[src/rtl/vdma_pkg.sv]
package vdma_pkg;

   // Input operation codes
   localparam logic [1:0] OP_WRITE = 2'd0;
   localparam logic [1:0] OP_READ  = 2'd1;
   localparam logic [1:0] OP_TICK  = 2'd2;

   // Register indexes
   localparam logic [2:0] REG_SRC_HI = 3'd0;
   localparam logic [2:0] REG_SRC_LO = 3'd1;
   localparam logic [2:0] REG_DST_HI = 3'd2;
   localparam logic [2:0] REG_DST_LO = 3'd3;
   localparam logic [2:0] REG_CTRL   = 3'd4;

   // Classified command codes passed from front to back
   localparam logic [2:0] CMD_NOP     = 3'd0;
   localparam logic [2:0] CMD_WR_ADDR = 3'd1;
   localparam logic [2:0] CMD_WR_CTRL = 3'd2;
   localparam logic [2:0] CMD_READ    = 3'd3;
   localparam logic [2:0] CMD_TICK    = 3'd4;

   localparam logic [7:0]  OPEN_BUS    = 8'hFF;
   localparam logic [15:0] VRAM_BASE   = 16'h8000;
   localparam logic [16:0] VRAM_LIMIT  = 17'h0A000;
   localparam logic [15:0] CHUNK_BYTES = 16'd16;
   localparam logic [11:0] CHUNK_LEN   = 12'd16;

   typedef struct packed {
      logic [2:0] code;
      logic [2:0] reg_index;
      logic [7:0] data;
   } cmd_type;

   typedef struct packed {
      logic        blank_transfer_active;
      logic [11:0] copy_length;
      logic [15:0] copy_dest;
      logic [15:0] copy_source;
      logic        copy_valid;
      logic [7:0]  read_data;
   } result_type;

endpackage

[src/rtl/vdma_front.sv]
module vdma_front
   import vdma_pkg::*;
(
   input  logic       req_tvalid,
   output logic       req_tready,
   input  logic [4:0] req_tuser,
   input  logic [7:0] req_tdata,
   input  logic       q_full,
   output logic       q_push,
   output cmd_type    q_cmd
);

   logic [1:0] operation;
   logic [2:0] reg_index;

   assign operation = req_tuser[1:0];
   assign reg_index = req_tuser[4:2];

   // Accept whenever the queue has room
   assign req_tready = !q_full;
   assign q_push     = req_tvalid && !q_full;

   // Classify the incoming transfer
   always_comb begin
      q_cmd.reg_index = reg_index;
      q_cmd.data      = req_tdata;
      case (operation)
         OP_WRITE: begin
            if (reg_index inside {[REG_SRC_HI:REG_DST_LO]}) begin
               q_cmd.code = CMD_WR_ADDR;
            end else if (reg_index == REG_CTRL) begin
               q_cmd.code = CMD_WR_CTRL;
            end else begin
               q_cmd.code = CMD_NOP;
            end
         end
         OP_READ: q_cmd.code = CMD_READ;
         OP_TICK: q_cmd.code = CMD_TICK;
         default: q_cmd.code = CMD_NOP;
      endcase
   end

endmodule

[src/rtl/vdma_queue.sv]
module vdma_queue
   import vdma_pkg::*;
#(
   parameter int DEPTH = 2
) (
   input  logic    clock,
   input  logic    reset,
   input  logic    push,
   input  cmd_type push_cmd,
   output logic    full,
   input  logic    pop,
   output logic    pop_valid,
   output cmd_type pop_cmd
);

   localparam int PTR_W = (DEPTH > 1) ? $clog2(DEPTH) : 1;
   localparam int CNT_W = $clog2(DEPTH + 1);

   cmd_type            entry_ff [DEPTH];
   logic [PTR_W-1:0]   wr_ptr_ff, wr_ptr_in;
   logic [PTR_W-1:0]   rd_ptr_ff, rd_ptr_in;
   logic [CNT_W-1:0]   count_ff, count_in;
   logic               do_push, do_pop;

   assign full      = (count_ff == CNT_W'(DEPTH));
   assign pop_valid = (count_ff != '0);
   assign pop_cmd   = entry_ff[rd_ptr_ff];
   assign do_push   = push && !full;
   assign do_pop    = pop && pop_valid;

   // Advance pointers with wrap at the depth
   always_comb begin
      wr_ptr_in = wr_ptr_ff;
      rd_ptr_in = rd_ptr_ff;
      count_in  = count_ff;
      if (do_push) begin
         wr_ptr_in = (wr_ptr_ff == PTR_W'(DEPTH - 1)) ? '0 : wr_ptr_ff + 1'b1;
      end
      if (do_pop) begin
         rd_ptr_in = (rd_ptr_ff == PTR_W'(DEPTH - 1)) ? '0 : rd_ptr_ff + 1'b1;
      end
      if (do_push && !do_pop) begin
         count_in = count_ff + 1'b1;
      end else if (do_pop && !do_push) begin
         count_in = count_ff - 1'b1;
      end
   end

   always_ff @(posedge clock) begin
      if (reset) begin
         wr_ptr_ff <= '0;
         rd_ptr_ff <= '0;
         count_ff  <= '0;
      end else begin
         wr_ptr_ff <= wr_ptr_in;
         rd_ptr_ff <= rd_ptr_in;
         count_ff  <= count_in;
      end
   end

   // Store the pushed command
   always_ff @(posedge clock) begin
      if (do_push) begin
         entry_ff[wr_ptr_ff] <= push_cmd;
      end
   end

endmodule

[src/rtl/vdma_back.sv]
module vdma_back
   import vdma_pkg::*;
(
   input  logic       clock,
   input  logic       reset,
   input  logic       colour_mode,
   input  logic       q_valid,
   input  cmd_type    q_cmd,
   output logic       q_pop,
   output logic       out_valid,
   input  logic       out_ready,
   output result_type out_result
);

   logic [7:0]  src_hi_ff, src_hi_in;
   logic [7:0]  src_lo_ff, src_lo_in;
   logic [7:0]  dst_hi_ff, dst_hi_in;
   logic [7:0]  dst_lo_ff, dst_lo_in;
   logic [7:0]  ctrl_ff, ctrl_in;
   logic        armed_ff, armed_in;
   logic [15:0] run_src_ff, run_src_in;
   logic [15:0] run_dst_ff, run_dst_in;
   logic [11:0] bytes_left_ff, bytes_left_in;
   logic        out_valid_ff;
   result_type  result_ff, result_in;

   logic [15:0] form_src;
   logic [15:0] form_dst;
   logic [11:0] gen_len;
   logic [11:0] left_next;
   logic [7:0]  data;

   assign data     = q_cmd.data;
   assign form_src = {src_hi_ff, src_lo_ff[7:4], 4'h0};
   assign form_dst = VRAM_BASE | {3'b000, dst_hi_ff[4:0], dst_lo_ff[7:4], 4'h0};
   assign gen_len  = {({1'b0, data[6:0]} + 8'd1), 4'h0};
   assign left_next = bytes_left_ff - CHUNK_LEN;

   // Take the next command when the output register frees up
   assign q_pop      = q_valid && (!out_valid_ff || out_ready);
   assign out_valid  = out_valid_ff;
   assign out_result = result_ff;

   // Execute one command
   always_comb begin
      src_hi_in     = src_hi_ff;
      src_lo_in     = src_lo_ff;
      dst_hi_in     = dst_hi_ff;
      dst_lo_in     = dst_lo_ff;
      ctrl_in       = ctrl_ff;
      armed_in      = armed_ff;
      run_src_in    = run_src_ff;
      run_dst_in    = run_dst_ff;
      bytes_left_in = bytes_left_ff;
      result_in     = '0;
      case (q_cmd.code)
         CMD_WR_ADDR: begin
            case (q_cmd.reg_index)
               REG_SRC_HI: src_hi_in = data;
               REG_SRC_LO: src_lo_in = data;
               REG_DST_HI: dst_hi_in = data;
               REG_DST_LO: dst_lo_in = data;
               default: ;
            endcase
         end
         CMD_WR_CTRL: begin
            ctrl_in = data;
            if (armed_ff && !data[7]) begin
               // Cancel the armed blank transfer
               armed_in = 1'b0;
               ctrl_in  = data | 8'h80;
            end else if (colour_mode) begin
               if (data[7]) begin
                  // Arm a per-blank transfer; keep running addresses on re-arm
                  ctrl_in = data & 8'h7F;
                  if (!armed_ff) begin
                     run_src_in = form_src;
                     run_dst_in = form_dst;
                  end
                  armed_in      = 1'b1;
                  bytes_left_in = gen_len;
               end else begin
                  // General transfer: one copy for the whole length
                  result_in.copy_valid  = 1'b1;
                  result_in.copy_source = form_src;
                  result_in.copy_dest   = form_dst;
                  result_in.copy_length = gen_len;
                  ctrl_in               = OPEN_BUS;
               end
            end
         end
         CMD_READ: begin
            if (!colour_mode) begin
               result_in.read_data = OPEN_BUS;
            end else begin
               case (q_cmd.reg_index)
                  REG_SRC_HI: result_in.read_data = src_hi_ff;
                  REG_SRC_LO: result_in.read_data = src_lo_ff;
                  REG_DST_HI: result_in.read_data = dst_hi_ff;
                  REG_DST_LO: result_in.read_data = dst_lo_ff;
                  REG_CTRL:   result_in.read_data = ctrl_ff;
                  default:    result_in.read_data = OPEN_BUS;
               endcase
            end
         end
         CMD_TICK: begin
            if (armed_ff) begin
               if (({1'b0, run_dst_ff} + {1'b0, CHUNK_BYTES}) > VRAM_LIMIT) begin
                  // Stop at the end of VRAM
                  armed_in = 1'b0;
                  ctrl_in  = OPEN_BUS;
               end else begin
                  result_in.copy_valid  = 1'b1;
                  result_in.copy_source = run_src_ff;
                  result_in.copy_dest   = run_dst_ff;
                  result_in.copy_length = CHUNK_LEN;
                  run_src_in    = run_src_ff + CHUNK_BYTES;
                  run_dst_in    = run_dst_ff + CHUNK_BYTES;
                  bytes_left_in = left_next;
                  if (left_next == '0) begin
                     armed_in = 1'b0;
                     ctrl_in  = OPEN_BUS;
                  end else begin
                     ctrl_in = {ctrl_ff[7], left_next[10:4] - 7'd1};
                  end
               end
            end
         end
         default: ;
      endcase
      result_in.blank_transfer_active = armed_in;
   end

   // Update architectural state on each executed command
   always_ff @(posedge clock) begin
      if (reset) begin
         src_hi_ff     <= OPEN_BUS;
         src_lo_ff     <= OPEN_BUS;
         dst_hi_ff     <= OPEN_BUS;
         dst_lo_ff     <= OPEN_BUS;
         ctrl_ff       <= OPEN_BUS;
         armed_ff      <= 1'b0;
         run_src_ff    <= '0;
         run_dst_ff    <= '0;
         bytes_left_ff <= '0;
      end else if (q_pop) begin
         src_hi_ff     <= src_hi_in;
         src_lo_ff     <= src_lo_in;
         dst_hi_ff     <= dst_hi_in;
         dst_lo_ff     <= dst_lo_in;
         ctrl_ff       <= ctrl_in;
         armed_ff      <= armed_in;
         run_src_ff    <= run_src_in;
         run_dst_ff    <= run_dst_in;
         bytes_left_ff <= bytes_left_in;
      end
   end

   // Hold the result until the transfer completes
   always_ff @(posedge clock) begin
      if (reset) begin
         out_valid_ff <= 1'b0;
      end else if (q_pop) begin
         out_valid_ff <= 1'b1;
      end else if (out_ready) begin
         out_valid_ff <= 1'b0;
      end
   end

   always_ff @(posedge clock) begin
      if (q_pop) begin
         result_ff <= result_in;
      end
   end

endmodule

[src/rtl/vram_dma_controller.sv]
// VRAM DMA register block for colour mode. Each request is a register write,
// a register read or a horizontal-blank tick, and each yields exactly one
// response carrying read data and, where one is issued, a copy command. A
// front stage classifies requests into a QUEUE_DEPTH-entry command queue; a
// back stage executes one command per cycle against the DMA registers while
// the response is free or taken, and holds the response in an output register.
// Throughput is one request per cycle while responses are taken; a request
// passes the queue register, then the output register, before its response
// is valid. The colour_mode bit is written over the csr channel, always ready.
module vram_dma_controller
   import vdma_pkg::*;
#(
   parameter int QUEUE_DEPTH = 2
) (
   input  logic        clock,
   input  logic        reset,
   input  logic        req_tvalid,
   output logic        req_tready,
   input  logic [7:0]  req_tdata,   // write_data[7:0]
   input  logic [4:0]  req_tuser,   // operation[1:0], reg_index[4:2]
   output logic        rsp_tvalid,
   input  logic        rsp_tready,
   // read_data[7:0], copy_source[23:8], copy_dest[39:24], copy_length[51:40],
   // blank_transfer_active[52], zero fill [55:53]
   output logic [55:0] rsp_tdata,
   output logic [0:0]  rsp_tuser,   // copy_valid[0]
   input  logic        csr_valid,
   output logic        csr_ready,
   input  logic        csr_data
);

   logic       colour_mode_ff;
   logic       q_full, q_push, q_pop, q_valid;
   cmd_type    push_cmd, pop_cmd;
   result_type result;

   // Store the colour mode bit
   assign csr_ready = 1'b1;
   always_ff @(posedge clock) begin
      if (reset) begin
         colour_mode_ff <= 1'b0;
      end else if (csr_valid) begin
         colour_mode_ff <= csr_data;
      end
   end

   vdma_front u_front (
      .req_tvalid (req_tvalid),
      .req_tready (req_tready),
      .req_tuser  (req_tuser),
      .req_tdata  (req_tdata),
      .q_full     (q_full),
      .q_push     (q_push),
      .q_cmd      (push_cmd)
   );

   vdma_queue #(
      .DEPTH (QUEUE_DEPTH)
   ) u_queue (
      .clock     (clock),
      .reset     (reset),
      .push      (q_push),
      .push_cmd  (push_cmd),
      .full      (q_full),
      .pop       (q_pop),
      .pop_valid (q_valid),
      .pop_cmd   (pop_cmd)
   );

   vdma_back u_back (
      .clock       (clock),
      .reset       (reset),
      .colour_mode (colour_mode_ff),
      .q_valid     (q_valid),
      .q_cmd       (pop_cmd),
      .q_pop       (q_pop),
      .out_valid   (rsp_tvalid),
      .out_ready   (rsp_tready),
      .out_result  (result)
   );

   // Pack the response
   assign rsp_tdata = {3'b000, result.blank_transfer_active, result.copy_length,
                       result.copy_dest, result.copy_source, result.read_data};
   assign rsp_tuser = result.copy_valid;

`ifndef NO_ASSERTIONS
   // An issued copy always targets VRAM
   a_copy_in_vram: assert property (@(posedge clock) disable iff (reset)
      (rsp_tvalid && rsp_tuser[0]) |-> (rsp_tdata[39:37] == 3'b100))
      else $error("copy destination outside VRAM");

   // An issued copy never has zero length
   a_copy_len: assert property (@(posedge clock) disable iff (reset)
      (rsp_tvalid && rsp_tuser[0]) |-> (rsp_tdata[51:40] != 12'd0))
      else $error("copy with zero length");

   // Without a copy the command fields are clear
   a_no_copy_clear: assert property (@(posedge clock) disable iff (reset)
      (rsp_tvalid && !rsp_tuser[0]) |-> (rsp_tdata[51:8] == 44'd0))
      else $error("copy fields set without a copy");
`endif

endmodule
[config.mk]
export PLATFORM = sky130hd
export DESIGN_NAME = vram_dma_controller
export DESIGN_NICKNAME = d
export VERILOG_FILES = /design/src/rtl/vdma_pkg.sv /design/src/rtl/vdma_front.sv /design/src/rtl/vdma_queue.sv /design/src/rtl/vdma_back.sv /design/src/rtl/vram_dma_controller.sv
export SDC_FILE = /design/constraint.sdc
export NUM_CORES = 1
export LEC_CHECK = 0
export ABC_AREA = 1
export BUFFER_PORTS_ARGS = -buffer_cell sky130_fd_sc_hd__buf_2
export CORE_MARGIN = 3
export CORE_UTILIZATION = 55
export CTS_BUF_LIST = sky130_fd_sc_hd__clkbuf_4 sky130_fd_sc_hd__clkbuf_8
export DETAILED_ROUTE_END_ITERATION = 16
export PLACE_DENSITY_LB_ADDON = 0.15
export SYNTH_ARGS = -nofsm -noshare
export SYNTH_HDL_FRONTEND = slang
export SYNTH_SLANG_ARGS = --single-unit
[constraint.sdc]
create_clock -name clock -period 2.8 [get_ports clock]
set_input_delay 0.28 -clock clock [delete_from_list [all_inputs] [get_ports clock]]
set_output_delay 0.28 -clock clock [all_outputs]
set_load 0.1 [all_outputs]
==> results of run 1 <==
==> routing by layer <==
layer	share of wire, %	up-vias	track usage (%)
met5	0	-	0
met4	2.6	0	11.3
met3	6.3	40	5.40
met2	46	220	38.4
met1	45	2898	34.3
li1	-	3214	-
==> state kept, by name, summed over array words and instances (netlist names), 12 cells and up, named ones only <==
register,cells
u_back.run_dst_ff,12
u_back.run_src_ff,12
u_back.out_result,43
u_queue.entry_ff,28
==> placed cells by master (no fill, tap or decap), types with 15 or more instances in the layout <==
cell      netlist  layout
buf_2          12      70
buf_4          16      17
nor2_1        115     115
a21oi_1        45      45
nand2_1       202     202
o21ai_0        71      71
edfxtp_1       71      71
inv_1         109     108
clkbuf_8        0      17
nand4_1        17      17
dfxtp_1        80      79
o22ai_1        29      29
nand3_1        39      38
xor2_1         15      15
==> final timing paths <==
check	depth (start not counted)	slack [ps]	to
worst max register to register	12	260	u_back.out_result[15]
worst min-delay path	1	50	u_queue.entry_ff[1][10]
worst max-delay path	12	260	u_back.out_result[15]
worst min register to register	1	460	u_queue.rd_ptr_ff
==> kinds of logic after synthesis <==
| logic type | Yosys count | share of synthesized area (%) |
|---|---|---|
| other | 2 | 0.0998 |
| multiplexers | 1 | 0.133 |
| AND/OR/NAND/NOR | 404 | 23.2 |
| AO/OA/AOI/OAI | 180 | 13.6 |
| buffers and inverters | 164 | 9.71 |
| XOR/XNOR | 21 | 2.44 |
| flip-flops | 151 | 49.6 |
| adder cells (fa/ha/maj) | 7 | 1.16 |
==> report_power, final <==
group          switching (W)  internal [W]  leakage (nW)
registers           0.000260       0.00301          1.34
clock network       0.000848      0.000793         0.195
logic                0.00475       0.00117          2.30
==> layout make-up <==
| type | instances | area, sq um |
|---|---|---|
| Fill cell | 1225 | 4840 |
| Sequential cell | 151 | 3730 |
| Multi-Input combinational cell | 622 | 3090 |
| Timing Repair Buffer | 97 | 578 |
| Inverter | 117 | 442 |
| Clock buffer | 17 | 234 |
| Tap cell | 176 | 220 |
| Clock inverter | 15 | 155 |
==> per-stage QoR <==
stage                     hold slack, ps  worst slack, ps
after floorplan                      379             87.9
final                               50.5              262
after global routing                20.9             52.5
after CTS                           1.39              268
after global placement               441              308
after detailed placement             444              289
==> what timing repair did <==
action	4_1_cts	5_1_grt
setup endpoints to repair	0	2
hold buffers	9	1
endpoints found under the hold margin	18	2
resized for setup	0	1
==> metrics.yaml, run 1 <==
routing:
  avgViaCountPerCell: 5.33
  route.vias.total: 6372
  wl_um: 18000
  drt_iter0_drc: 692
  final_antenna_net_count: 0
  first_pass_iters: 5
  post_drt_wl_per_cell_um: 15.1
  drc: 0
die:
  core_sq_um: 13300
  initial_core_util_pct: 56.6
  die_h_um: 123
  io-pin-count: 79
  die_x_um: 123
  dieArea_sq_um: 15100
  rows: 42
yosys:
  synth.most_common_cell: "nand2_1"
  synth_seq_cells: 151
  seq_area_frac_synth_pct: 49.6
  netlist_area_sq_um: 7530
  syn_inst: 930
  synth_area_leader_cell: "edfxtp_1"
  ys_top_cells_by_area: "edfxtp_1 28%, dfxtp_1 21%, nand2_1 10%"
  synth.distinct_cells: 45
  yosysWarnings: 0
  async_flop_share_pct: 0
  synth_edf_count: 71
  synth_common_cells: "202 x nand2_1, 115 x nor2_1, 109 x inv_1"
  avgSynthCellArea_sq_um: 8.09
  synth_flop_cell: "dfxtp_1"
  synth.top_cell.area_share_pct: 28.3
min_path:
  min_path_type: "in2reg"
  min_from: "req_tuser[4]"
clocking:
  clock_sinks: 151
  h-tree-depth: 4
  clk_pin_slew_worst_paths_ps: 80
  cts_tree: "yes"
  numCtsBuffers: 17
  cts_setup_buffers: 0
  root_buffer: "clkbuf_8"
  clockBufferDepth: 2
  insertion_delay_ps: 460
final_layout:
  diodes: 0
  drive_above_1_share_pct: 15.0
  postLayoutCoreUtil_pct: 63.6
  area_delta_synth_final_pct: 12.4
  design_area_sq_um: 8460
  final_nets: 1032
  final_cells: 1195
flow_run:
  maxCapViolations: 0
grt:
  antenna_found_initial: 0
  grt_pass1_vias: 5897
  grt_overflow: 0
  track_usage_pct: 25.1
  grt_pass1_wl_um: 29000
  grt_start_max_net_pins: 51
place:
  dp_cells: 1153
  post_dp_cell_area_sq_um: 7960
  portBuffers: 70
  gp_congestion: 0.905
  post-dp-hpwl_um: 12900
critical_path:
  cp.required_ps: 3090
  critPathTopFamily: "simple AND/OR/NAND/NOR gates"
  critPathMaxStageDelay_ps: 400
  timing.critical_path.buf_inv: 1
  r2r-start: "u_back.run_dst_ff[4]"
  critical_path_class: "reg2reg"
  critical_path.slowest_cell: "dfxtp_1"
  path_max_fanout: 23
  startpoint_type: "flip-flop"
  worstPathCellList: "ha_1 -> nand2_1 -> nor2_2 -> nand2_1 -> nand2_1 -> nand3_1 -> nor2_1 -> nand3_1 -> nand2_1 -> nand2_1 -> buf_4 -> o21ai_0"
  cpMostUsedCell: "nand2_1"
  crit_start: "u_back.run_dst_ff[4]"
  cp.arrival_ps: 2820
  worst_setup_path_end_kind: "flip-flop"
sta:
  worst_pin_slew_ps: 770
  clock.fmax_ghz: 0.394
  setup_tns_ps: 0
  finClkSkew_ps: 9.10
  hold_viol_final: 0
  min_period_ps: 2540
  setup_viol: 0
  slew_violations: 0
  max_slew_margin_pct: 48.5
  grt_setup_unrepaired: "no"
  fin_crit_sh_pct: 90.6
power_and_ir_drop:
  p_leak_nw: 3.84
  peakVddDrop_mv: 1.30
  power.total_w: 0.0108
  p_per_area_nw_per_um2: 1280
status:
  status: "complete, no violations"
Power figures use the tool's default switching activity.
==> run 2: changes to the inputs <==
--- a/config.mk
+++ b/config.mk
@@ -11,7 +11,7 @@
 export CORE_UTILIZATION = 55
 export CTS_BUF_LIST = sky130_fd_sc_hd__clkbuf_4 sky130_fd_sc_hd__clkbuf_8
 export DETAILED_ROUTE_END_ITERATION = 16
-export PLACE_DENSITY_LB_ADDON = 0.15
+export PLACE_DENSITY = 0.89
 export SYNTH_ARGS = -nofsm -noshare
 export SYNTH_HDL_FRONTEND = slang
 export SYNTH_SLANG_ARGS = --single-unit
==> run 2 against run 1 <==
Net effect:
- fmax is 4.9% lower
- wire length is 2.3% higher
- cell count is 0.17% lower
- first-iteration DRC count is 27% higher
- highest routed layer unchanged
- largest cell class unchanged
- worst setup slack worse by 130 ps
- sequential share of layout area hardly changed
==> metrics.yaml, run 2 (same netlist as run 1, synthesis figures left out) <==
critical_path:
  path_max_fanout: 39  # +70%
  worst_setup_path_end_kind: "flip-flop"
  cp.required_ps: 3140  # +50 ps
  critical_path_class: "reg2reg"
  cp.arrival_ps: 3010  # +190 ps
  startpoint_type: "flip-flop"
clocking:
  h-tree-depth: 4  # unchanged
  numCtsBuffers: 17  # unchanged
  clockBufferDepth: 2  # unchanged
  clk_pin_slew_worst_paths_ps: 80  # about the same
  cts_tree: "yes"
  cts_setup_buffers: 0  # unchanged
  cts_resized: 0  # unchanged
  insertion_delay_ps: 460  # about the same
  root_buffer: "clkbuf_8"
  clock_sinks: 151  # unchanged
final_layout:
  final_nets: 1030  # -0.19%
  drive_above_1_share_pct: 15.1  # +0.13 points
  postLayoutCoreUtil_pct: 63.6  # about the same
  final_common_cell: "nand2_1"
  area_delta_synth_final_pct: 12.4  # about the same
  largest_reg_flops: 43  # unchanged
  final_cell_mix: "202 x nand2_1, 115 x nor2_1, 108 x inv_1"
  diodes: 0  # unchanged
power_and_ir_drop:
  peakVddDrop_mv: 0.971  # -25%
  p_per_area_nw_per_um2: 1300  # +1.3%
  power.total_w: 0.0110  # +1.3%
  p_leak_nw: 3.83  # -0.11%
place:
  post-dp-hpwl_um: 12700  # -0.93%
  portBuffers: 70  # unchanged
  gp_congestion: 0.938  # +3.6%
sta:
  setup_tns_ps: 0  # unchanged
  setup_viol: 0  # unchanged
  hold_viol_final: 0  # unchanged
  slew_violations: 0  # unchanged
  clock.fmax_ghz: 0.375  # -4.9%
  worst_pin_slew_ps: 710  # -60.1 ps
  whs_ps: 18.8  # -31.7 ps
  max_slew_margin_pct: 52.5  # +4.0 points
  fin_crit_sh_pct: 95.3  # +4.7 points
  finClkSkew_ps: 14.9  # +5.77 ps
  grt_setup_unrepaired: "no"
  min_period_ps: 2670  # +130 ps
die:
  dieArea_sq_um: 15100  # unchanged
  die_h_um: 123  # unchanged
  io-pin-count: 79  # unchanged
  initial_core_util_pct: 56.6  # unchanged
  die_x_um: 123  # unchanged
  core_sq_um: 13300  # unchanged
  rows: 42  # unchanged
routing:
  final_antenna_net_count: 0  # unchanged
  drt_iter0_drc: 876  # +27%
  avgViaCountPerCell: 5.62  # +5.3%
  wl_um: 18400  # +2.3%
  route.vias.total: 6699  # +5.1%
  drc: 0  # unchanged
  first_pass_iters: 5  # unchanged
  post_drt_wl_per_cell_um: 15.4  # +2.5%
grt:
  grt_pass1_vias: 6235  # +5.7%
  antenna_found_initial: 0  # unchanged
  grt_pass1_wl_um: 29600  # +2.1%
  grt_overflow: 0  # unchanged
  track_usage_pct: 25.0  # -0.044 points
  grt_start_max_net_pins: 51  # unchanged
status:
  status: "complete, no violations"
min_path:
  min_from: "req_tdata[4]"
  min_path_type: "in2reg"
flow_run:
  maxCapViolations: 0  # unchanged
## run 2: cell count changes in the layout (fill, tap and decap cells not counted)
cell / change
clkinv_2: +2
inv_6: -1
bufinv_16: +1
buf_12: +1
dlygate4sd3_1: -3
clkinv_1: -1
clkinv_4: -5
nand3_1: +1
clkbuf_4: +2
buf_4: -1
clkinvlp_4: +2
## run 2: routing by layer
layer  vias up  track usage [%]  wire length, um
li1       3212                -                -
met1      3033             31.2             7350
met2       397             41.0             8760
met3        57             6.45             1700
met4         0             11.6              613
met5         -                0                0
## run 2: cell type report
| cell class | instances | area, sq um |
|---|---|---|
| clock buffers | 19 | 249 |
| clock inverters | 13 | 154 |
| fillers | 1112 | 4840 |
| inverters | 117 | 442 |
| multi-input cells | 623 | 3100 |
| flip-flops and latches | 151 | 3730 |
| well taps | 176 | 220 |
| repair buffers | 94 | 561 |
## run 2: critical path: stages, from the launching register on
cell	delay (ps)
dfxtp_1	510
inv_4	130
nand2_2	100
nand2_4	70
nor3_4	250
buf_12	230
a21oi_2	70
nor3_4	380
nand3_2	490
nor2_1	230
nor2_1	70
## run 2: final timing paths
| check | to | slack, ps | cells after the start |
|---|---|---|---|
| worst max register to register | u_back.run_src_ff[15] | 130 | 10 |
| worst min register to register | u_queue.rd_ptr_ff | 460 | 1 |
| worst max-delay path | u_back.run_src_ff[15] | 130 | 10 |
| worst min-delay path | u_queue.entry_ff[1][4] | 20 | 1 |
## run 2: repair_timing
item                       4_1_cts  5_1_grt
hold endpoints to repair         9        3
setup endpoints to repair        0        6
hold buffers                     5        2
## run 2: through the flow
stage | instance area (sq um) | instances | setup WS, ps
final | 8460 | 1193 | 132
after global routing | 8460 | 1193 | 1.53
after CTS | 8430 | 1190 | 236
after detailed placement | 7980 | 1153 | 270
after global placement | 7980 | 1153 | 374
after floorplan | 7550 | 937 | 87.9
## run 2: where the power goes
group	internal [W]	total [W]	switching (W)
registers	0.00301	0.00329	0.000282
clock network	0.000893	0.00170	0.000806
logic	0.00117	0.00598	0.00481
total	0.00507	0.0110	0.00590
